<file path="src/sv/assert_macros.svh">
// ----------------------------------------------------------------------------
// assertion macros
// clocked concurrent assertions used by met_seq
// ----------------------------------------------------------------------------
`ifndef ASSERT_MACROS_SVH
`define ASSERT_MACROS_SVH

// assertion sampled on the rising clock edge, off while reset is high
`define MET_ASSERT(label, clk, rst, prop, msg) \
   label: assert property (@(posedge clk) disable iff (rst) (prop)) else $error(msg);

// assertion sampled on the rising clock edge, also checked during reset
`define MET_ASSERT_ALWAYS(label, clk, prop, msg) \
   label: assert property (@(posedge clk) (prop)) else $error(msg);

`endif

</file>
<file path="src/sv/met_pkg.sv">
// ----------------------------------------------------------------------------
// met_pkg
// shared widths, register codes, reset values, types and saturation function of the escape-time unit
// ----------------------------------------------------------------------------
package met_pkg;

   localparam int PIX_W         = 12;
   localparam int CNT_W         = 16;
   localparam int VAL_W         = 32;
   localparam int STEP_W        = 31;
   localparam int PROD_W        = 64;
   localparam int CSR_IDX_W     = 3;
   localparam int CSR_DATA_W    = 32;
   localparam int MAX_DIM_DEF   = 4096;
   localparam int FRAC_BITS_DEF = 28;

   localparam logic signed [VAL_W-1:0] ORIGIN_RE_RST = -32'sd563714458;
   localparam logic signed [VAL_W-1:0] ORIGIN_IM_RST = -32'sd322122547;
   localparam logic [STEP_W-1:0]       STEP_RE_RST   = 31'd707789;
   localparam logic [STEP_W-1:0]       STEP_IM_RST   = 31'd629146;
   localparam logic [CNT_W-1:0]        LIMIT_RST     = 16'd256;

   typedef enum logic [CSR_IDX_W-1:0] {
      CSR_ORIGIN_RE = 3'd0,
      CSR_ORIGIN_IM = 3'd1,
      CSR_STEP_RE   = 3'd2,
      CSR_STEP_IM   = 3'd3,
      CSR_LIMIT     = 3'd4
   } csr_index_type;

   typedef struct packed {
      logic signed [VAL_W-1:0] origin_re;
      logic signed [VAL_W-1:0] origin_im;
      logic [STEP_W-1:0]       step_re;
      logic [STEP_W-1:0]       step_im;
      logic [CNT_W-1:0]        limit;
   } cfg_type;

   typedef struct packed {
      logic                    load;
      logic signed [VAL_W-1:0] a0;
      logic signed [VAL_W-1:0] b0;
      logic signed [VAL_W-1:0] a1;
      logic signed [VAL_W-1:0] b1;
      logic signed [VAL_W-1:0] a2;
      logic signed [VAL_W-1:0] b2;
   } mul_req_type;

   typedef struct packed {
      logic signed [PROD_W-1:0] p0;
      logic signed [PROD_W-1:0] p1;
      logic signed [PROD_W-1:0] p2;
   } mul_rsp_type;

   function automatic logic signed [VAL_W-1:0] sat_val(input logic signed [PROD_W-1:0] v);
      if (v > 64'sd2147483647) begin
         return 32'sh7fffffff;
      end else if (v < -64'sd2147483648) begin
         return 32'sh80000000;
      end else begin
         return v[VAL_W-1:0];
      end
   endfunction

endpackage

</file>
<file path="src/sv/met_req_if.sv">
// ----------------------------------------------------------------------------
// met_req_if
// pixel request channel: valid, ready, column and row
// ----------------------------------------------------------------------------
interface met_req_if
   import met_pkg::*;
   ();
   logic             valid;
   logic             ready;
   logic [PIX_W-1:0] pixel_col;
   logic [PIX_W-1:0] pixel_row;

   modport source (output valid, output pixel_col, output pixel_row, input ready);
   modport sink   (input valid, input pixel_col, input pixel_row, output ready);
endinterface

</file>
<file path="src/sv/met_rsp_if.sv">
// ----------------------------------------------------------------------------
// met_rsp_if
// result channel: valid, ready, iteration count and limit flag
// ----------------------------------------------------------------------------
interface met_rsp_if
   import met_pkg::*;
   ();
   logic             valid;
   logic             ready;
   logic [CNT_W-1:0] iteration_count;
   logic             reached_limit;

   modport source (output valid, output iteration_count, output reached_limit, input ready);
   modport sink   (input valid, input iteration_count, input reached_limit, output ready);
endinterface

</file>
<file path="src/sv/met_seq.sv">
// ----------------------------------------------------------------------------
// met_seq
// sequencer: pixel mapping, iteration loop, escape test and result register
// ----------------------------------------------------------------------------
`include "assert_macros.svh"

module met_seq
   import met_pkg::*;
#(
   parameter int MAX_DIM   = MAX_DIM_DEF,
   parameter int FRAC_BITS = FRAC_BITS_DEF
) (
   input  logic        clock,
   input  logic        reset,
   input  cfg_type     cfg,
   met_req_if.sink     req,
   met_rsp_if.source   rsp,
   output mul_req_type mreq,
   input  mul_rsp_type mrsp
);

   localparam logic [PIX_W-1:0] PIX_MAX =
      ((MAX_DIM - 1) >= ((1 << PIX_W) - 1)) ? {PIX_W{1'b1}} : PIX_W'(MAX_DIM - 1);
   localparam bit ESC_ON = (2 * FRAC_BITS + 2) < PROD_W;
   localparam logic [PROD_W-1:0] ESC_LIM =
      ESC_ON ? (PROD_W'(1) << (2 * FRAC_BITS + 2)) : '0;

   typedef enum logic [2:0] {
      ST_IDLE,
      ST_MAP,
      ST_INIT,
      ST_SQR,
      ST_STEP
   } state_type;

   state_type               state_ff, state_in;
   logic [PIX_W-1:0]        col_ff, col_in;
   logic [PIX_W-1:0]        row_ff, row_in;
   logic signed [VAL_W-1:0] cr_ff, cr_in;
   logic signed [VAL_W-1:0] ci_ff, ci_in;
   logic signed [VAL_W-1:0] zr_ff, zr_in;
   logic signed [VAL_W-1:0] zi_ff, zi_in;
   logic [CNT_W-1:0]        count_ff, count_in;
   logic                    rsp_valid_ff, rsp_valid_in;
   logic [CNT_W-1:0]        rsp_count_ff, rsp_count_in;
   logic                    rsp_limit_ff, rsp_limit_in;

   logic [CNT_W-1:0]         bound;
   logic [PROD_W-1:0]        mag;
   logic                     still_in;
   logic signed [PROD_W-1:0] diff;
   logic signed [PROD_W-1:0] nr;
   logic signed [PROD_W-1:0] ni;
   logic                     out_free;

   assign bound    = (cfg.limit == '0) ? '0 : cfg.limit - CNT_W'(1);
   assign mag      = PROD_W'($unsigned(mrsp.p0)) + PROD_W'($unsigned(mrsp.p1));
   assign still_in = !ESC_ON || (mag < ESC_LIM);
   assign diff     = mrsp.p0 - mrsp.p1;
   assign nr       = (diff >>> FRAC_BITS) + PROD_W'(cr_ff);
   assign ni       = (mrsp.p2 >>> (FRAC_BITS - 1)) + PROD_W'(ci_ff);
   assign out_free = !rsp_valid_ff || rsp.ready;

   always_comb begin
      mreq.load = (state_ff == ST_MAP) || (state_ff == ST_SQR);
      if (state_ff == ST_MAP) begin
         mreq.a0 = signed'(VAL_W'(col_ff));
         mreq.b0 = signed'({1'b0, cfg.step_re});
         mreq.a1 = signed'(VAL_W'(row_ff));
         mreq.b1 = signed'({1'b0, cfg.step_im});
      end else begin
         mreq.a0 = zr_ff;
         mreq.b0 = zr_ff;
         mreq.a1 = zi_ff;
         mreq.b1 = zi_ff;
      end
      mreq.a2 = zr_ff;
      mreq.b2 = zi_ff;
   end

   always_comb begin
      state_in     = state_ff;
      col_in       = col_ff;
      row_in       = row_ff;
      cr_in        = cr_ff;
      ci_in        = ci_ff;
      zr_in        = zr_ff;
      zi_in        = zi_ff;
      count_in     = count_ff;
      rsp_valid_in = rsp_valid_ff && !rsp.ready;
      rsp_count_in = rsp_count_ff;
      rsp_limit_in = rsp_limit_ff;
      case (state_ff)
         ST_IDLE: begin
            if (req.valid) begin
               col_in   = (req.pixel_col > PIX_MAX) ? PIX_MAX : req.pixel_col;
               row_in   = (req.pixel_row > PIX_MAX) ? PIX_MAX : req.pixel_row;
               state_in = ST_MAP;
            end
         end
         ST_MAP: begin
            state_in = ST_INIT;
         end
         ST_INIT: begin
            cr_in    = sat_val(PROD_W'(cfg.origin_re) + mrsp.p0);
            ci_in    = sat_val(PROD_W'(cfg.origin_im) + mrsp.p1);
            zr_in    = cr_in;
            zi_in    = ci_in;
            count_in = '0;
            state_in = ST_SQR;
         end
         ST_SQR: begin
            state_in = ST_STEP;
         end
         ST_STEP: begin
            if (!still_in || (count_ff >= bound)) begin
               if (out_free) begin
                  rsp_valid_in = 1'b1;
                  rsp_count_in = count_ff;
                  rsp_limit_in = still_in;
                  state_in     = ST_IDLE;
               end
            end else begin
               zr_in    = sat_val(nr);
               zi_in    = sat_val(ni);
               count_in = count_ff + CNT_W'(1);
               state_in = ST_SQR;
            end
         end
         default: begin
            state_in = ST_IDLE;
         end
      endcase
   end

   always_ff @(posedge clock) begin
      if (reset) begin
         state_ff     <= ST_IDLE;
         rsp_valid_ff <= 1'b0;
      end else begin
         state_ff     <= state_in;
         rsp_valid_ff <= rsp_valid_in;
      end
      col_ff       <= col_in;
      row_ff       <= row_in;
      cr_ff        <= cr_in;
      ci_ff        <= ci_in;
      zr_ff        <= zr_in;
      zi_ff        <= zi_in;
      count_ff     <= count_in;
      rsp_count_ff <= rsp_count_in;
      rsp_limit_ff <= rsp_limit_in;
   end

   assign req.ready           = (state_ff == ST_IDLE);
   assign rsp.valid           = rsp_valid_ff;
   assign rsp.iteration_count = rsp_count_ff;
   assign rsp.reached_limit   = rsp_limit_ff;

   `MET_ASSERT(a_count_le_bound, clock, reset, (state_ff == ST_STEP) |-> (count_ff <= bound), "iteration count passed the bound")
   `MET_ASSERT(a_accept_maps, clock, reset, (req.valid && req.ready) |=> (state_ff == ST_MAP), "accepted beat did not start pixel mapping")
   `MET_ASSERT(a_rsp_from_step, clock, reset, $rose(rsp_valid_ff) |-> $past(state_ff == ST_STEP), "result beat raised outside the escape test")
   `MET_ASSERT(a_limit_count, clock, reset, (rsp_valid_ff && rsp_limit_ff) |-> (rsp_count_ff == bound), "limit flag set with a short count")

endmodule

</file>
<file path="src/flat_wrapper.sv">
// flat-port wrapper written by rule: the top's interface ports become plain ports
module met_seq_flat import met_pkg::*;
#(
   parameter int MAX_DIM   = MAX_DIM_DEF,
   parameter int FRAC_BITS = FRAC_BITS_DEF
)
  (clock, reset, cfg, mreq, mrsp, req_valid, req_pixel_col, req_pixel_row, req_ready, rsp_valid, rsp_iteration_count, rsp_reached_limit, rsp_ready);
  met_req_if req_i ();
  met_rsp_if rsp_i ();
  input  logic clock;
  input  logic reset;
  input  cfg_type cfg;
  output mul_req_type mreq;
  input  mul_rsp_type mrsp;
  input wire logic [$bits(req_i.valid)-1:0] req_valid;
  input wire logic [$bits(req_i.pixel_col)-1:0] req_pixel_col;
  input wire logic [$bits(req_i.pixel_row)-1:0] req_pixel_row;
  output wire logic [$bits(req_i.ready)-1:0] req_ready;
  output wire logic [$bits(rsp_i.valid)-1:0] rsp_valid;
  output wire logic [$bits(rsp_i.iteration_count)-1:0] rsp_iteration_count;
  output wire logic [$bits(rsp_i.reached_limit)-1:0] rsp_reached_limit;
  input wire logic [$bits(rsp_i.ready)-1:0] rsp_ready;
  assign req_i.valid = req_valid;
  assign req_i.pixel_col = req_pixel_col;
  assign req_i.pixel_row = req_pixel_row;
  assign req_ready = req_i.ready;
  assign rsp_valid = rsp_i.valid;
  assign rsp_iteration_count = rsp_i.iteration_count;
  assign rsp_reached_limit = rsp_i.reached_limit;
  assign rsp_i.ready = rsp_ready;
  met_seq #(.MAX_DIM(MAX_DIM), .FRAC_BITS(FRAC_BITS)) u_core (.clock(clock), .reset(reset), .cfg(cfg), .req(req_i), .rsp(rsp_i), .mreq(mreq), .mrsp(mrsp));
endmodule
</file>
<file path="config.mk">
export PLATFORM = sky130hd
export DESIGN_NAME = met_seq_flat
export DESIGN_NICKNAME = d
export VERILOG_FILES = /design/src/sv/met_pkg.sv /design/src/sv/met_req_if.sv /design/src/sv/met_rsp_if.sv /design/src/sv/met_seq.sv /design/src/flat_wrapper.sv
export VERILOG_INCLUDE_DIRS = /design/src /design/src/sv
export SDC_FILE = /design/constraint.sdc
export NUM_CORES = 1
export LEC_CHECK = 0
export BUFFER_PORTS_ARGS = -buffer_cell sky130_fd_sc_hd__buf_4
export CAP_MARGIN = 30
export CORE_UTILIZATION = 40
export DETAILED_ROUTE_END_ITERATION = 10
export GPL_TIMING_DRIVEN = 0
export PLACE_DENSITY = 0.72
export RECOVER_POWER = 25
export SLEW_MARGIN = 5
export SYNTH_ARGS = -nofsm -noshare
export SYNTH_HDL_FRONTEND = slang
export SYNTH_SLANG_ARGS = --single-unit
</file>
<file path="constraint.sdc">
create_clock -name clock -period 16.1 [get_ports clock]
set_clock_uncertainty 0.05 [all_clocks]
set_input_delay 0 -clock clock [delete_from_list [all_inputs] [get_ports clock]]
set_output_delay 0 -clock clock [all_outputs]
set_load 0.005 [all_outputs]
</file>
==> metrics <==
library cells used by synthesis=88; failing checks=capacitance limit, slew limit; met3 routed WL=10,400 um; final core utilization=49.5%; CP max FO=10; Post-synth EDFFs=185; Final min period=7400 ps; worst slew pin tran=1620 ps; Max H-tree Level=4; synthesized area=0.0271 mm2; first-pass GRT wire length=165,000 um; area growth from synthesis to layout=22.5%; Clk Latency, worst-skew pair=480 ps; Post-Synth Adder-Cell Area=16.2%; total power=2.49 mW; Seq/Total Area, Yosys=20.8%; R2R Setup Slk=10,940 ps; drt first pass iters=6; CTS sink count=189; Resized cells post-CTS=0; hold crit path type=primary input to flip-flop; WL met2=48,100 um; Final period util=46.0%; register area=0.00564 mm2; Worst setup endpoint=u_core.zr_ff[30]; Synth area leaders=edfxtp_1 (21%), ha_1 (16%), a21oi_1 (7.4%); Worst R2R Path Depth=14; Post-Synth Simple-Gate Area=21.4%; Final nets=4,844; core outline area=0.0670 mm2; total wire length=112,000 um; endpoint class of the critical path=flip-flop; gpl congestion=0.982; VDD IR-drop max=0.0712 mV; initial DRC count=3,138; Max-Cap Viols=1; asr flop ratio synth=0%; Hold Fails Final Rpt=0; Vias/cell=5.99; Longest Clk Path Bufs=2; io pins=574; post-synthesis mux area share=0.480%; unrepaired setup endpoints after global routing=false; max-slew violations=28; Worst R2R End=u_core.zr_ff[30]; wl on met1=49,300 um; Slew headroom=-7.86%; Overall Global Routing Usage=31.2%; Num CTS Buffers=17; number of global-route vias before repair=27,300; Worst setup startpoint=mrsp[147]; Detailed Place HPWL=95,200 um; chip height=262 um; clk root buf=clkbuf_16; Max Used Layer=met5; top cells by count, synth=nand2_1 (410), a21oi_1 (399), ha_1 (344); P_leak=14.5 nW; CTS tree=yes; Site Rows=95; Crit Path Class=primary input to flip-flop; pwr/cell area=75.1 mW/mm2; total vias in the final route=30,100; combinational family with the most area after synthesis=compound AO/OA/AOI/OAI gates; Post-Syn Instances=3,551; Die W=262 um; Synth Area in Compound Gates=29.2%; full die area=0.0688 mm2; final setup TNS=0 ps; area of the multi-input gates=0.0202 mm2; IO buf count=522; Initial Util=40.4%; WP data required=16,210 ps; Antenna Nets Post-Route=0; startpoint type of the worst setup path=primary input; final setup vio count=0; fill cell count=6,697; status=finished with violations; FF-to-FF Start=u_core.cr_ff[1]; DR DRC count=0; Arr. time, crit path=7510 ps; Avg Cell Area, Syn=7.63 um2; Synth warnings=0; WL/cell=22.2 um; area fraction of the dominant cell type after synthesis=20.5%; area leader, netlist=edfxtp_1; initial antenna violation count=7; Post-synth top flop=edfxtp_1; layout cells sized above 1=15.0%; pin count of the biggest net entering global routing=34; Post-Syn Nets=4,261; Seq cells post-synth=189; Fmax=135 MHz; Synth Area in XOR/XNOR=7.24%; gr ovfl total=0; count leader, synth=nand2_1; clk slew on worst S/H paths=100 ps
-- stage by stage --
step | cells | cell area (um2) | setup slack (ps) | hold WS, ps
after global routing | 5020 | 33200 | 8430 | 18.9
after detailed placement | 4960 | 32300 | 8470 | 122
after global placement | 4946 | 32100 | 5370 | 119
after CTS | 5020 | 33300 | 8930 | 3.39
final | 5024 | 33200 | 8700 | 15.3
after floorplan | 3551 | 27100 | 8480 | 22.8
-- cells by family after synthesis --
logic type | count (synthesis)
compound gates | 1252
simple gates | 1199
fa+ha+maj | 348
buf+inv | 326
xor+xnor | 224
flops | 189
mux | 13
-- sequential cells by signal, indices dropped and copies added (netlist names), 3 cells and up --
register	flops
u_core.col_ff	12
u_core.zi_ff	32
u_core.ci_ff	32
u_core.rsp.iteration_count	16
u_core.row_ff	12
u_core.cr_ff	32
u_core.zr_ff	32
u_core.state_ff	3
u_core.count_ff	16
-- repair_timing --
item / 4_1_cts / 5_1_grt
buffers inserted: 0 / 0
hold buffers: 28 / 0
endpoints found under the hold margin: 29 / 0
-- critical path: stages --
cell      delay (ps)
buf_4            150
ha_1             370
nand2_1           90
o21ai_0          330
o211ai_1         200
o21a_1           200
a311o_1          370
o31a_1           340
o211ai_1         400
a31oi_1          220
o21ai_0          440
xnor2_1          280
ha_1             380
and2_1           150
and4_1           220
nand4_1          100
o22ai_1          310
nor3_1           210
o41ai_1          640
a21oi_1          170
xnor2_1          180
or4_1            470
o22ai_1          520
clkbuf_1         480
a22oi_1          290
-- worst min path at each step --
stage                                 from                  to  slack [ps]  cells past startpoint
after global routing              mrsp[64]     u_core.ci_ff[0]          20                      3
after floorplan                      reset  u_core.state_ff[0]          20                      1
after detailed placement  req_pixel_row[7]    u_core.row_ff[7]         120                      1
after CTS                          cfg[79]     u_core.ci_ff[1]           3                      3
after global placement    req_pixel_col[6]    u_core.col_ff[6]         120                      1
final                             mrsp[27]     u_core.zi_ff[0]          20                      4
-- final cells by class --
cell class,count,share of cell area [%]
repair buffers,564,13.1
clock buffers,17,1.28
flip-flops and latches,189,17.0
diodes,4,0.0302
clock inverters,15,0.630
inverters,152,1.72
multi-input cells,3036,60.9
well taps,873,3.29
plain buffers,174,2.12
-- layout by cell type (no fill, tap or decap), types with 19 or more instances in the layout --
master,instances
buf_4,446
a31oi_1,73
ha_1,344
and2_1,63
nor2_1,266
a211oi_1,32
nand2_1,410
or4_1,19
clkbuf_4,69
o21bai_1,57
nand2b_1,42
a21o_1,154
edfxtp_1,185
or3_1,24
o21a_1,48
a21oi_1,398
o31ai_1,22
nand3_1,78
o21ai_1,20
o211ai_1,35
nor2b_1,41
o21ai_0,235
a22oi_1,36
dlygate4sd3_1,28
xor2_1,88
nor3_1,65
clkbuf_1,153
xnor2_1,136
nor4_1,32
and3_1,28
inv_1,152
buf_2,26
nand4_1,69
-- metal layers --
metal | vias up | track usage [%]
li1 | 14300 | -
met1 | 14100 | 43.6
met2 | 1449 | 48.3
met3 | 158 | 5.26
met4 | 6 | 10.4
met5 | - | 0
-- power by group --
group	leakage, nW	internal [mW]	switching [mW]
clock network	0.303	0.215	0.242
registers	1.72	0.600	0.0177
logic	12.5	0.552	0.868
Note: power is estimated with default switching activity, not from simulation.
