## src/sv/assert_macros.svh

```systemverilog
// ----------------------------------------------------------------------------
// assertion macros
// clocked concurrent assertions used by met_seq
// ----------------------------------------------------------------------------
`ifndef ASSERT_MACROS_SVH
`define ASSERT_MACROS_SVH

// assertion sampled on the rising clock edge, off while reset is high
`define MET_ASSERT(label, clk, rst, prop, msg) \
   label: assert property (@(posedge clk) disable iff (rst) (prop)) else $error(msg);

// assertion sampled on the rising clock edge, also checked during reset
`define MET_ASSERT_ALWAYS(label, clk, prop, msg) \
   label: assert property (@(posedge clk) (prop)) else $error(msg);

`endif

```

## src/sv/met_pkg.sv

```systemverilog
// ----------------------------------------------------------------------------
// met_pkg
// shared widths, register codes, reset values, types and saturation function of the escape-time unit
// ----------------------------------------------------------------------------
package met_pkg;

   localparam int PIX_W         = 12;
   localparam int CNT_W         = 16;
   localparam int VAL_W         = 32;
   localparam int STEP_W        = 31;
   localparam int PROD_W        = 64;
   localparam int CSR_IDX_W     = 3;
   localparam int CSR_DATA_W    = 32;
   localparam int MAX_DIM_DEF   = 4096;
   localparam int FRAC_BITS_DEF = 28;

   localparam logic signed [VAL_W-1:0] ORIGIN_RE_RST = -32'sd563714458;
   localparam logic signed [VAL_W-1:0] ORIGIN_IM_RST = -32'sd322122547;
   localparam logic [STEP_W-1:0]       STEP_RE_RST   = 31'd707789;
   localparam logic [STEP_W-1:0]       STEP_IM_RST   = 31'd629146;
   localparam logic [CNT_W-1:0]        LIMIT_RST     = 16'd256;

   typedef enum logic [CSR_IDX_W-1:0] {
      CSR_ORIGIN_RE = 3'd0,
      CSR_ORIGIN_IM = 3'd1,
      CSR_STEP_RE   = 3'd2,
      CSR_STEP_IM   = 3'd3,
      CSR_LIMIT     = 3'd4
   } csr_index_type;

   typedef struct packed {
      logic signed [VAL_W-1:0] origin_re;
      logic signed [VAL_W-1:0] origin_im;
      logic [STEP_W-1:0]       step_re;
      logic [STEP_W-1:0]       step_im;
      logic [CNT_W-1:0]        limit;
   } cfg_type;

   typedef struct packed {
      logic                    load;
      logic signed [VAL_W-1:0] a0;
      logic signed [VAL_W-1:0] b0;
      logic signed [VAL_W-1:0] a1;
      logic signed [VAL_W-1:0] b1;
      logic signed [VAL_W-1:0] a2;
      logic signed [VAL_W-1:0] b2;
   } mul_req_type;

   typedef struct packed {
      logic signed [PROD_W-1:0] p0;
      logic signed [PROD_W-1:0] p1;
      logic signed [PROD_W-1:0] p2;
   } mul_rsp_type;

   function automatic logic signed [VAL_W-1:0] sat_val(input logic signed [PROD_W-1:0] v);
      if (v > 64'sd2147483647) begin
         return 32'sh7fffffff;
      end else if (v < -64'sd2147483648) begin
         return 32'sh80000000;
      end else begin
         return v[VAL_W-1:0];
      end
   endfunction

endpackage

```

## src/sv/met_csr.sv

```systemverilog
// ----------------------------------------------------------------------------
// met_csr
// configuration registers: window origin, pixel steps and iteration limit
// ----------------------------------------------------------------------------
module met_csr
   import met_pkg::*;
(
   input  logic                  clock,
   input  logic                  reset,
   input  logic                  csr_wr_en,
   input  logic [CSR_IDX_W-1:0]  csr_index,
   input  logic [CSR_DATA_W-1:0] csr_wdata,
   output cfg_type               cfg
);

   cfg_type cfg_ff;
   cfg_type cfg_in;

   always_comb begin
      cfg_in = cfg_ff;
      if (csr_wr_en) begin
         case (csr_index)
            CSR_ORIGIN_RE: cfg_in.origin_re = signed'(csr_wdata[VAL_W-1:0]);
            CSR_ORIGIN_IM: cfg_in.origin_im = signed'(csr_wdata[VAL_W-1:0]);
            CSR_STEP_RE:   cfg_in.step_re   = csr_wdata[STEP_W-1:0];
            CSR_STEP_IM:   cfg_in.step_im   = csr_wdata[STEP_W-1:0];
            CSR_LIMIT:     cfg_in.limit     = csr_wdata[CNT_W-1:0];
            default:       cfg_in = cfg_ff;
         endcase
      end
   end

   always_ff @(posedge clock) begin
      if (reset) begin
         cfg_ff.origin_re <= ORIGIN_RE_RST;
         cfg_ff.origin_im <= ORIGIN_IM_RST;
         cfg_ff.step_re   <= STEP_RE_RST;
         cfg_ff.step_im   <= STEP_IM_RST;
         cfg_ff.limit     <= LIMIT_RST;
      end else begin
         cfg_ff <= cfg_in;
      end
   end

   assign cfg = cfg_ff;

endmodule

```

## config.mk

```make
export PLATFORM = sky130hd
export DESIGN_NAME = met_csr
export DESIGN_NICKNAME = d
export VERILOG_FILES = /design/src/sv/assert_macros.svh /design/src/sv/met_pkg.sv /design/src/sv/met_csr.sv
export SDC_FILE = /design/constraint.sdc
export NUM_CORES = 1
export LEC_CHECK = 0
export ABC_AREA = 0
export BUFFER_PORTS_ARGS = -buffer_cell sky130_fd_sc_hd__buf_2
export CAP_MARGIN = 10
export CORE_UTILIZATION = 30
export CTS_BUF_LIST = sky130_fd_sc_hd__clkbuf_8
export DETAILED_ROUTE_END_ITERATION = 10
export HOLD_SLACK_MARGIN = 0.1
export PLACE_DENSITY = 0.59
export RECOVER_POWER = 50
export SLEW_MARGIN = 20
export SYNTH_ARGS = -nofsm -noshare
export SYNTH_HDL_FRONTEND = slang
export SYNTH_SLANG_ARGS = --single-unit
```

## constraint.sdc

```tcl
create_clock -name clock -period 1.32 [get_ports clock]
set_input_delay 0.198 -clock clock [delete_from_list [all_inputs] [get_ports clock]]
set_output_delay 0.198 -clock clock [all_outputs]
set_load 0.02 [all_outputs]
```

==> results of run 1 <==
-- per-layer routing --
metal | share of wire (%) | wire [um] | vias up
met5 | 0 | 0 | -
met4 | 0.43 | 65 | 0
met3 | 8.4 | 1251 | 5
met2 | 47 | 6969 | 138
met1 | 45 | 6668 | 2002
li1 | - | - | 2192
-- stage by stage --
| step | instance area, sq um | utilization [%] | total power [mW] | hold slack, ns |
|---|---|---|---|---|
| 2_1_floorplan | 5609 | - | 4.999 | 0.3533 |
| 3_3_place_gp | 6918 | 38.12 | 5.336 | 0.4548 |
| 3_5_place_dp | 6918 | 38.12 | 5.337 | 0.4613 |
| 4_1_cts | 7712 | 42.50 | 9.540 | 0.1206 |
| 5_1_grt | 7630 | 42.04 | 9.792 | 0.1562 |
| 6_report | 7630 | 42.04 | 9.401 | 0.1461 |
-- cell type report --
cell class              instances  share of cell area, %
repair buffers                237                  19.01
well taps                     229                  3.755
multi-input cells             354                  33.77
clock inverters                10                  2.427
clock buffers                  21                  3.788
flip-flops and latches        142                  37.26
-- worst paths after layout --
path / endpoint / slack, ns
max: cfg[17] / 0.14
max reg2reg: cfg[19] / 0.67
min reg2reg: cfg[91] / 0.47
min: cfg[28] / 0.15
-- cells in the final DEF, fill, tap and decap left out, types with 2 or more instances in the layout --
master	count
clkbuf_2	3
clkbuf_1	15
clkbuf_8	21
buf_4	12
dfxtp_1	142
buf_12	6
mux2i_1	142
clkinvlp_4	3
nor2_1	88
nand4bb_1	2
buf_2	168
dlygate4sd3_1	32
bufinv_16	5
nand2b_1	115
-- what timing repair did --
| item | in CTS | in global routing |
|---|---|---|
| endpoints found under the hold margin | 108 | 0 |
| hold buffers | 32 | 0 |
| setup buffers | 0 | 0 |
-- worst min-delay path, delay by kind of cell --
kind                   cells  cell delay (ns)
buffers and inverters      1             0.17
multiplexers               1             0.07
AND/OR/NAND/NOR            1             0.10
-- report_power, final --
group / switching (mW) / internal, mW / leakage, nW
logic: 0.474 / 0.388 / 2.20
registers: 0.0486 / 4.38 / 1.15
clock network: 1.67 / 2.44 / 0.232
-- kinds of logic (layout without fill, tap and decap cells) --
group / after synthesis / after routing
buffers and inverters: 39 / 268
DFF: 142 / 142
muxes: 142 / 142
and+or+nand+nor: 212 / 212
==> impl_metrics.env, run 1 <==
export IMPL_status="complete, but fails checks"
export IMPL_violations="design-rule violations"
export IMPL_antenna_found_initial=0
export IMPL_largest_register_ffs=142
export IMPL_synth_flop_cell="dfxtp_1"
export IMPL_portBuffers=179
export IMPL_die_area_sq_mm=0.01925
export IMPL_synth_warning_count=0
export IMPL_crit_required_ns=1.12
export IMPL_synth_nets=573
export IMPL_ys_top_cells_by_count="142 x dfxtp_1, 142 x mux2i_1, 115 x nand2b_1, 88 x nor2_1, 17 x buf_2"
export IMPL_synth_compound_area_share_pct=0
export IMPL_wl_per_cell_um=15.06
export IMPL_worst_hold_path_type="in -> reg"
export IMPL_cts_buffer_depth=2
export IMPL_synth_top_cell_by_area="dfxtp_1"
export IMPL_path_cells="buf_2"
export IMPL_worstMarginPinSlew_ns=0.8145
export IMPL_insertion_delay_ns=0.44
export IMPL_die_width_um=138.7
export IMPL_synth_xor_area_share_pct=0
export IMPL_synth_seq_cells=142
export IMPL_gr_max_usage_layer="met2"
export IMPL_synth_edf_count=0
export IMPL_synth_top_area_share_pct=50.68
export IMPL_crit_start="cfg[17]"
export IMPL_synth_simple_area_share_pct=20.39
export IMPL_hold_viol_final=0
export IMPL_io_pins=180
export IMPL_slowest_delay_ns=0.37
export IMPL_numCtsBuffers=17
export IMPL_ff_latch_area_sq_mm=0.002843
export IMPL_area_growth_synth_to_final_pct=36.03
export IMPL_drt_wl_total_um=14960
export IMPL_synth_cell_types=16
export IMPL_cts_resized=0
export IMPL_synthMuxAreaShare_pct=25.34
export IMPL_core_area_sq_mm=0.01815
export IMPL_clock_root_buffer="clkbuf_8"
export IMPL_insertedDiodeCount=0
export IMPL_slew_limit_headroom_pct=45.70
export IMPL_grt_pass1_vias=4344
export IMPL_cp_slowest_cell="dfxtp_1"
export IMPL_grt_max_degree=47
export IMPL_grtUsageTotal_pct=15.95
export IMPL_vias_per_cell=4.368
export IMPL_slew_violations=0
export IMPL_multi_input_area_sq_mm=0.002576
export IMPL_peakVddDrop_uv=573.9
export IMPL_arrival_ns=0.99
export IMPL_drc_errors=14
export IMPL_die_h_um=138.7
export IMPL_place_ws_ns=-0.01492
export IMPL_p_per_area_mw_per_mm2=1232
export IMPL_grt_use_met2_pct=26.37
export IMPL_critPathKind="reg -> out"
export IMPL_fillers=1797
export IMPL_rsz0062_at_grt="no"
export IMPL_hold_depth=3
export IMPL_synth_top_family_by_area="multiplexers"
export IMPL_syn_avg_cell_area_sq_um=10.48
export IMPL_met1_usage_pct=18.97
export IMPL_drtIter0Drc=161
export IMPL_cap_viol_max_count=0
export IMPL_synth_cells=535
export IMPL_clock_sinks=142
export IMPL_dr_pass1_iters=8
export IMPL_cts_tree="done"
export IMPL_start_util_pct=30.91
export IMPL_cp_end_kind="output pin"
export IMPL_critPathLaunchType="register"
export IMPL_cp_num_cells=1
export IMPL_drive_gt1_share_pct=29.06
export IMPL_fin_crit_sh_pct=89.71
export IMPL_place_inst=930
export IMPL_place_congestion=0.7387
export IMPL_grt_pass1_wl_um=23780
export IMPL_fin_setup_tns_ns=0
export IMPL_place_hpwl_um=10500
export IMPL_cp_max_fo=2
export IMPL_worstRegToRegCells=2
export IMPL_clkTransAtPathRegs_ns=0.08
export IMPL_grt_overflow=0
export IMPL_stdcell_count=993
export IMPL_finalNetCount=790
export IMPL_path_buf_inv=1
export IMPL_skew_ns=0
export IMPL_crit_family="flip-flops"
export IMPL_synthArstFlopShare_pct=0
export IMPL_layout_setup_ws_ns=0.1359
export IMPL_hold_start="reset"
export IMPL_yosysSeqAreaShare_pct=50.68
export IMPL_ant_nets=0
export IMPL_fin_crit_ns=1.184
export IMPL_synth_area_leaders="dfxtp_1 51%, mux2i_1 25%, nand2b_1 13%"
export IMPL_finalSetupViolations=0
export IMPL_grt_use_met3_pct=6.250
export IMPL_num_vias=4337
export IMPL_synthAdderAreaFrac_pct=0
export IMPL_htreeDepth=4
export IMPL_max_freq_mhz=844.5
export IMPL_p_leak_nw=3.587
export IMPL_syn_area_sq_mm=0.005609
export IMPL_fp_row_count=49
export IMPL_reg2reg_from="cfg[19]"
No activity file was read; power rests on OpenSTA's default activity.
==> inputs of run 2 (changes only) <==
--- a/config.mk
+++ b/config.mk
@@ -8,12 +8,14 @@
 export ABC_AREA = 0
 export BUFFER_PORTS_ARGS = -buffer_cell sky130_fd_sc_hd__buf_2
 export CAP_MARGIN = 10
+export CELL_PAD_IN_SITES_DETAIL_PLACEMENT = 0
+export CELL_PAD_IN_SITES_GLOBAL_PLACEMENT = 1
 export CORE_UTILIZATION = 30
 export CTS_BUF_LIST = sky130_fd_sc_hd__clkbuf_8
 export DETAILED_ROUTE_END_ITERATION = 10
 export HOLD_SLACK_MARGIN = 0.1
-export PLACE_DENSITY = 0.59
-export RECOVER_POWER = 50
+export PLACE_DENSITY = 0.72
+export RECOVER_POWER = 100
 export SLEW_MARGIN = 20
 export SYNTH_ARGS = -nofsm -noshare
 export SYNTH_HDL_FRONTEND = slang
==> run 2 against run 1 <==
  * The run still ends with design-rule violations left
  * Clock skew unchanged
  * Highest routed layer unchanged
  * Largest power group unchanged
  * Combinational power down 5.3%
  * First-iteration DRC count decreased by 9.9%
  * Core utilization down 1.3 points
==> impl_metrics.env, run 2 (same netlist as run 1, synthesis figures left out) <==
export IMPL_vias_per_cell=4.467
export IMPL_slew_violations=0
export IMPL_clock_sinks=142
export IMPL_place_inst=922
export IMPL_drc_errors=14
export IMPL_grt_overflow=0
export IMPL_drtIter0Drc=145
export IMPL_fillers=1814
export IMPL_ant_nets=0
export IMPL_p_leak_nw=3.335
export IMPL_max_freq_mhz=813.4
export IMPL_cts_buffer_depth=2
export IMPL_clkTransAtPathRegs_ns=0.08
export IMPL_cp_max_fo=2
export IMPL_arrival_ns=1.03
export IMPL_insertedDiodeCount=0
export IMPL_finalPower_mw=8.953
export IMPL_num_vias=4400
export IMPL_slowest_delay_ns=0.35
export IMPL_grt_max_degree=71
export IMPL_area_growth_synth_to_final_pct=31.74
export IMPL_worstMarginPinSlew_ns=0.8539
export IMPL_cp_slowest_cell="dfxtp_1"
export IMPL_portBuffers=179
export IMPL_critPathLaunchType="register"
export IMPL_core_area_sq_mm=0.01815
export IMPL_htreeDepth=4
export IMPL_peakVddDrop_uv=571.4
export IMPL_fin_setup_tns_ns=0
export IMPL_critPathKind="reg -> out"
export IMPL_insertion_delay_ns=0.44
export IMPL_stdcell_count=985
export IMPL_fin_crit_sh_pct=93.14
export IMPL_numCtsBuffers=17
export IMPL_worst_hold_path_type="in -> reg"
export IMPL_layout_common_cells="142 x mux2i_1, 142 x dfxtp_1, 115 x nand2b_1"
export IMPL_p_per_area_mw_per_mm2=1212
export IMPL_die_h_um=138.7
export IMPL_fin_area_sq_mm=0.007390
export IMPL_skew_ns=0
export IMPL_slew_limit_headroom_pct=43.07
export IMPL_cp_end_kind="output pin"
export IMPL_reg2reg_setup_slack_ns=0.63
export IMPL_cts_tree="done"
export IMPL_status="complete, but fails checks"
export IMPL_hold_viol_final=0
export IMPL_place_hpwl_um=10890
export IMPL_violations="design-rule violations"
export IMPL_antenna_found_initial=0
export IMPL_final_util_pct=40.72
export IMPL_finalNetCount=781
export IMPL_drive_gt1_share_pct=20.50
export IMPL_crit_required_ns=1.12
export IMPL_die_width_um=138.7
export IMPL_die_area_sq_mm=0.01925
export IMPL_crit_family="flip-flops"
export IMPL_fp_row_count=49
export IMPL_path_cells="clkbuf_1"
export IMPL_start_util_pct=30.91
export IMPL_grtUsageTotal_pct=15.98
export IMPL_drt_wl_total_um=15170
export IMPL_io_pins=180
export IMPL_fin_crit_ns=1.229
export IMPL_rsz0062_at_grt="no"
export IMPL_ff_latch_area_sq_mm=0.002843
export IMPL_largest_register_ffs=142
export IMPL_multi_input_area_sq_mm=0.002570
export IMPL_clock_root_buffer="clkbuf_8"
export IMPL_path_buf_inv=1
export IMPL_cap_viol_max_count=0
export IMPL_grt_pass1_vias=4496
export IMPL_wl_per_cell_um=15.40
export IMPL_dpl_instance_area_sq_mm=0.006845
export IMPL_dr_pass1_iters=8
export IMPL_place_congestion=0.7836
export IMPL_grt_pass1_wl_um=23870
export IMPL_finalSetupViolations=0
==> run 2: cell types whose count changed in the layout (fill, tap and decap cells not counted) <==
cell / change
clkinv_2: +5
nor4bb_1: +1
buf_2: -146
dlygate4sd3_1: -1
bufinv_16: -1
clkbuf_4: +1
clkinv_4: -1
buf_4: -7
clkbuf_1: +58
inv_1: +1
clkbuf_2: +89
clkbuf_8: -3
nor4bb_2: -1
buf_12: -3
==> run 2: timing repair <==
item,4_1_cts,5_1_grt
gates resized for setup,0,0
endpoints found under the hold margin,110,0
buffers inserted,0,0
hold buffers,31,0
==> run 2: cell type report <==
cell class / instances / area share (%)
flip-flops and latches: 142 / 38.47
multi-input cells: 354 / 34.78
repair buffers: 228 / 17.15
well taps: 229 / 3.877
clock buffers: 18 / 3.353
clock inverters: 14 / 2.370
==> run 2: per-stage QoR <==
stage	worst slack [ns]	hold WS (ns)
after floorplan	0.1999	0.3533
after global placement	0.02141	0.4555
after detailed placement	-0.02045	0.4595
after CTS	0.08741	0.1021
after global routing	0.03328	0.1177
final	0.09057	0.1289
==> run 2: per-layer routing <==
layer,vias to the layer above,wire [um],GRT usage [%]
met5,-,0,0
met4,0,131,4.211
met3,14,1260,6.561
met2,135,7425,28.00
met1,2074,6356,17.87
li1,2177,-,-
==> run 2: report_power, final <==
group,internal [mW],switching [mW]
Clock,2.08,1.63
Combinational,0.346,0.470
Sequential,4.38,0.0523
Total,6.80,2.15
==> run 2: final timing paths <==
check / cells past startpoint / start / to
setup / recovery: 1 / cfg[39] / cfg[39]
hold / removal: 3 / reset / cfg[22]
setup reg to reg: 2 / cfg[28] / cfg[28]
hold reg to reg: 2 / cfg[65] / cfg[65]
==> inputs of run 3 (changes only) <==
--- a/config.mk
+++ b/config.mk
@@ -8,13 +8,11 @@
 export ABC_AREA = 0
 export BUFFER_PORTS_ARGS = -buffer_cell sky130_fd_sc_hd__buf_2
 export CAP_MARGIN = 10
-export CELL_PAD_IN_SITES_DETAIL_PLACEMENT = 0
-export CELL_PAD_IN_SITES_GLOBAL_PLACEMENT = 1
 export CORE_UTILIZATION = 30
 export CTS_BUF_LIST = sky130_fd_sc_hd__clkbuf_8
 export DETAILED_ROUTE_END_ITERATION = 10
 export HOLD_SLACK_MARGIN = 0.1
-export PLACE_DENSITY = 0.72
+export PLACE_DENSITY = 0.59
 export RECOVER_POWER = 100
 export SLEW_MARGIN = 20
 export SYNTH_ARGS = -nofsm -noshare
==> run 3 against run 2 <==
  * The flow still finishes with violations (design-rule violations)
  * Via count down 1.1%
  * Sequential share of layout area down 0.88 points
  * Register-to-register slack better by 0.04 ns
  * Critical endpoint is now cfg[29]
  * Largest cell class unchanged
  * Largest power group unchanged
==> impl_metrics.env, run 3 (same netlist as run 1, synthesis figures left out) <==
export IMPL_clock_root_buffer="clkbuf_8"
export IMPL_hold_start="reset"
export IMPL_postCtsSetupBuffers=0
export IMPL_place_ws_ns=-0.01492
export IMPL_max_freq_mhz=805.5
export IMPL_cts_buffer_depth=2
export IMPL_slew_limit_headroom_pct=45.49
export IMPL_place_congestion=0.7387
export IMPL_clkTransAtPathRegs_ns=0.08
export IMPL_drt_wl_total_um=14910
export IMPL_die_h_um=138.7
export IMPL_cp_end_kind="output pin"
export IMPL_die_width_um=138.7
export IMPL_hold_viol_final=0
export IMPL_drtIter0Drc=158
export IMPL_reg2reg_from="cfg[19]"
export IMPL_path_cells="clkbuf_1"
export IMPL_vias_per_cell=4.383
export IMPL_drive_gt1_share_pct=22.12
export IMPL_crit_family="flip-flops"
export IMPL_top_layer="met4"
export IMPL_path_buf_inv=1
export IMPL_status="complete, but fails checks"
export IMPL_place_hpwl_um=10500
export IMPL_met3WireLength_um=1246
export IMPL_place_inst=930
export IMPL_wl_met2_um=6841
export IMPL_fin_setup_tns_ns=0
export IMPL_wl_per_cell_um=15.02
export IMPL_start_util_pct=30.91
export IMPL_skew_ns=0
export IMPL_crit_required_ns=1.12
export IMPL_finalSetupViolations=0
export IMPL_peakVddDrop_uv=570.9
export IMPL_cp_max_fo=2
export IMPL_numCtsBuffers=17
export IMPL_crit_start="cfg[29]"
export IMPL_fin_area_sq_mm=0.007564
export IMPL_cap_viol_max_count=0
export IMPL_p_per_area_mw_per_mm2=1243
export IMPL_finalNetCount=790
export IMPL_fp_row_count=49
export IMPL_insertedDiodeCount=0
export IMPL_portBuffers=179
export IMPL_critPathKind="reg -> out"
export IMPL_ant_nets=0
export IMPL_slowest_delay_ns=0.35
export IMPL_slew_violations=0
export IMPL_worstMarginPinSlew_ns=0.8176
export IMPL_cts_tree="done"
export IMPL_grtUsageTotal_pct=15.95
export IMPL_cp_slowest_cell="dfxtp_1"
export IMPL_cts_hold_buf=32
export IMPL_grt_max_degree=47
export IMPL_layout_setup_ws_ns=0.07857
export IMPL_critPathLaunchType="register"
export IMPL_htreeDepth=4
export IMPL_fillers=1821
export IMPL_stdcell_count=993
export IMPL_violations="design-rule violations"
export IMPL_worst_hold_path_type="in -> reg"
export IMPL_finalPower_mw=9.402
export IMPL_fin_crit_ns=1.241
export IMPL_core_area_sq_mm=0.01815
export IMPL_num_vias=4352
export IMPL_cts_resized=0
export IMPL_antenna_found_initial=0
export IMPL_clock_sinks=142
export IMPL_grt_pass1_vias=4344
export IMPL_insertion_delay_ns=0.44
export IMPL_io_pins=180
export IMPL_layout_common_cells="142 x mux2i_1, 142 x dfxtp_1, 115 x nand2b_1"
export IMPL_die_area_sq_mm=0.01925
export IMPL_hold_depth=3
export IMPL_grt_overflow=0
export IMPL_p_leak_nw=3.427
export IMPL_area_growth_synth_to_final_pct=34.84
export IMPL_largest_register_ffs=142
export IMPL_grt_pass1_wl_um=23780
export IMPL_arrival_ns=1.04
export IMPL_dpl_instance_area_sq_mm=0.006918
export IMPL_fin_crit_sh_pct=94.05
export IMPL_dr_pass1_iters=8
export IMPL_cp_num_cells=1
export IMPL_worstRegToRegCells=2
export IMPL_rsz0062_at_grt="no"
export IMPL_met1_length_um=6690
export IMPL_drc_errors=14
## run 3: through the flow
| stage | util [%] | hold slack (ns) |
|---|---|---|
| after floorplan | - | 0.3533 |
| after global placement | 38.12 | 0.4548 |
| after detailed placement | 38.12 | 0.4613 |
| after CTS | 42.50 | 0.1206 |
| after global routing | 41.68 | 0.1562 |
| final | 41.68 | 0.1395 |
## run 3: area by class of cell
class	instances	area [sq um]	area share (%)
Clock inverter	10	185.2	2.448
Timing Repair Buffer	237	1384	18.30
Sequential cell	142	2843	37.58
Tap cell	229	286.5	3.788
Multi-Input combinational cell	354	2576	34.06
Clock buffer	21	289.0	3.821
## run 3: report_power, final
part | switching (mW) | total [mW] | leakage, nW | internal [mW]
Combinational | 0.475 | 0.852 | 2.04 | 0.377
Clock | 1.68 | 4.12 | 0.232 | 2.44
Sequential | 0.0517 | 4.43 | 1.15 | 4.38
## run 3: path summary, 6_finish.rpt
path	slack (ns)	to
max	0.08	cfg[29]
min	0.14	cfg[28]
max reg2reg	0.67	cfg[19]
min reg2reg	0.47	cfg[91]
## run 3: per-layer routing
layer	vias up	GRT usage, %
met5	-	0
li1	2202	-
met3	12	6.250
met1	1994	18.97
met4	0	5.088
met2	144	26.37
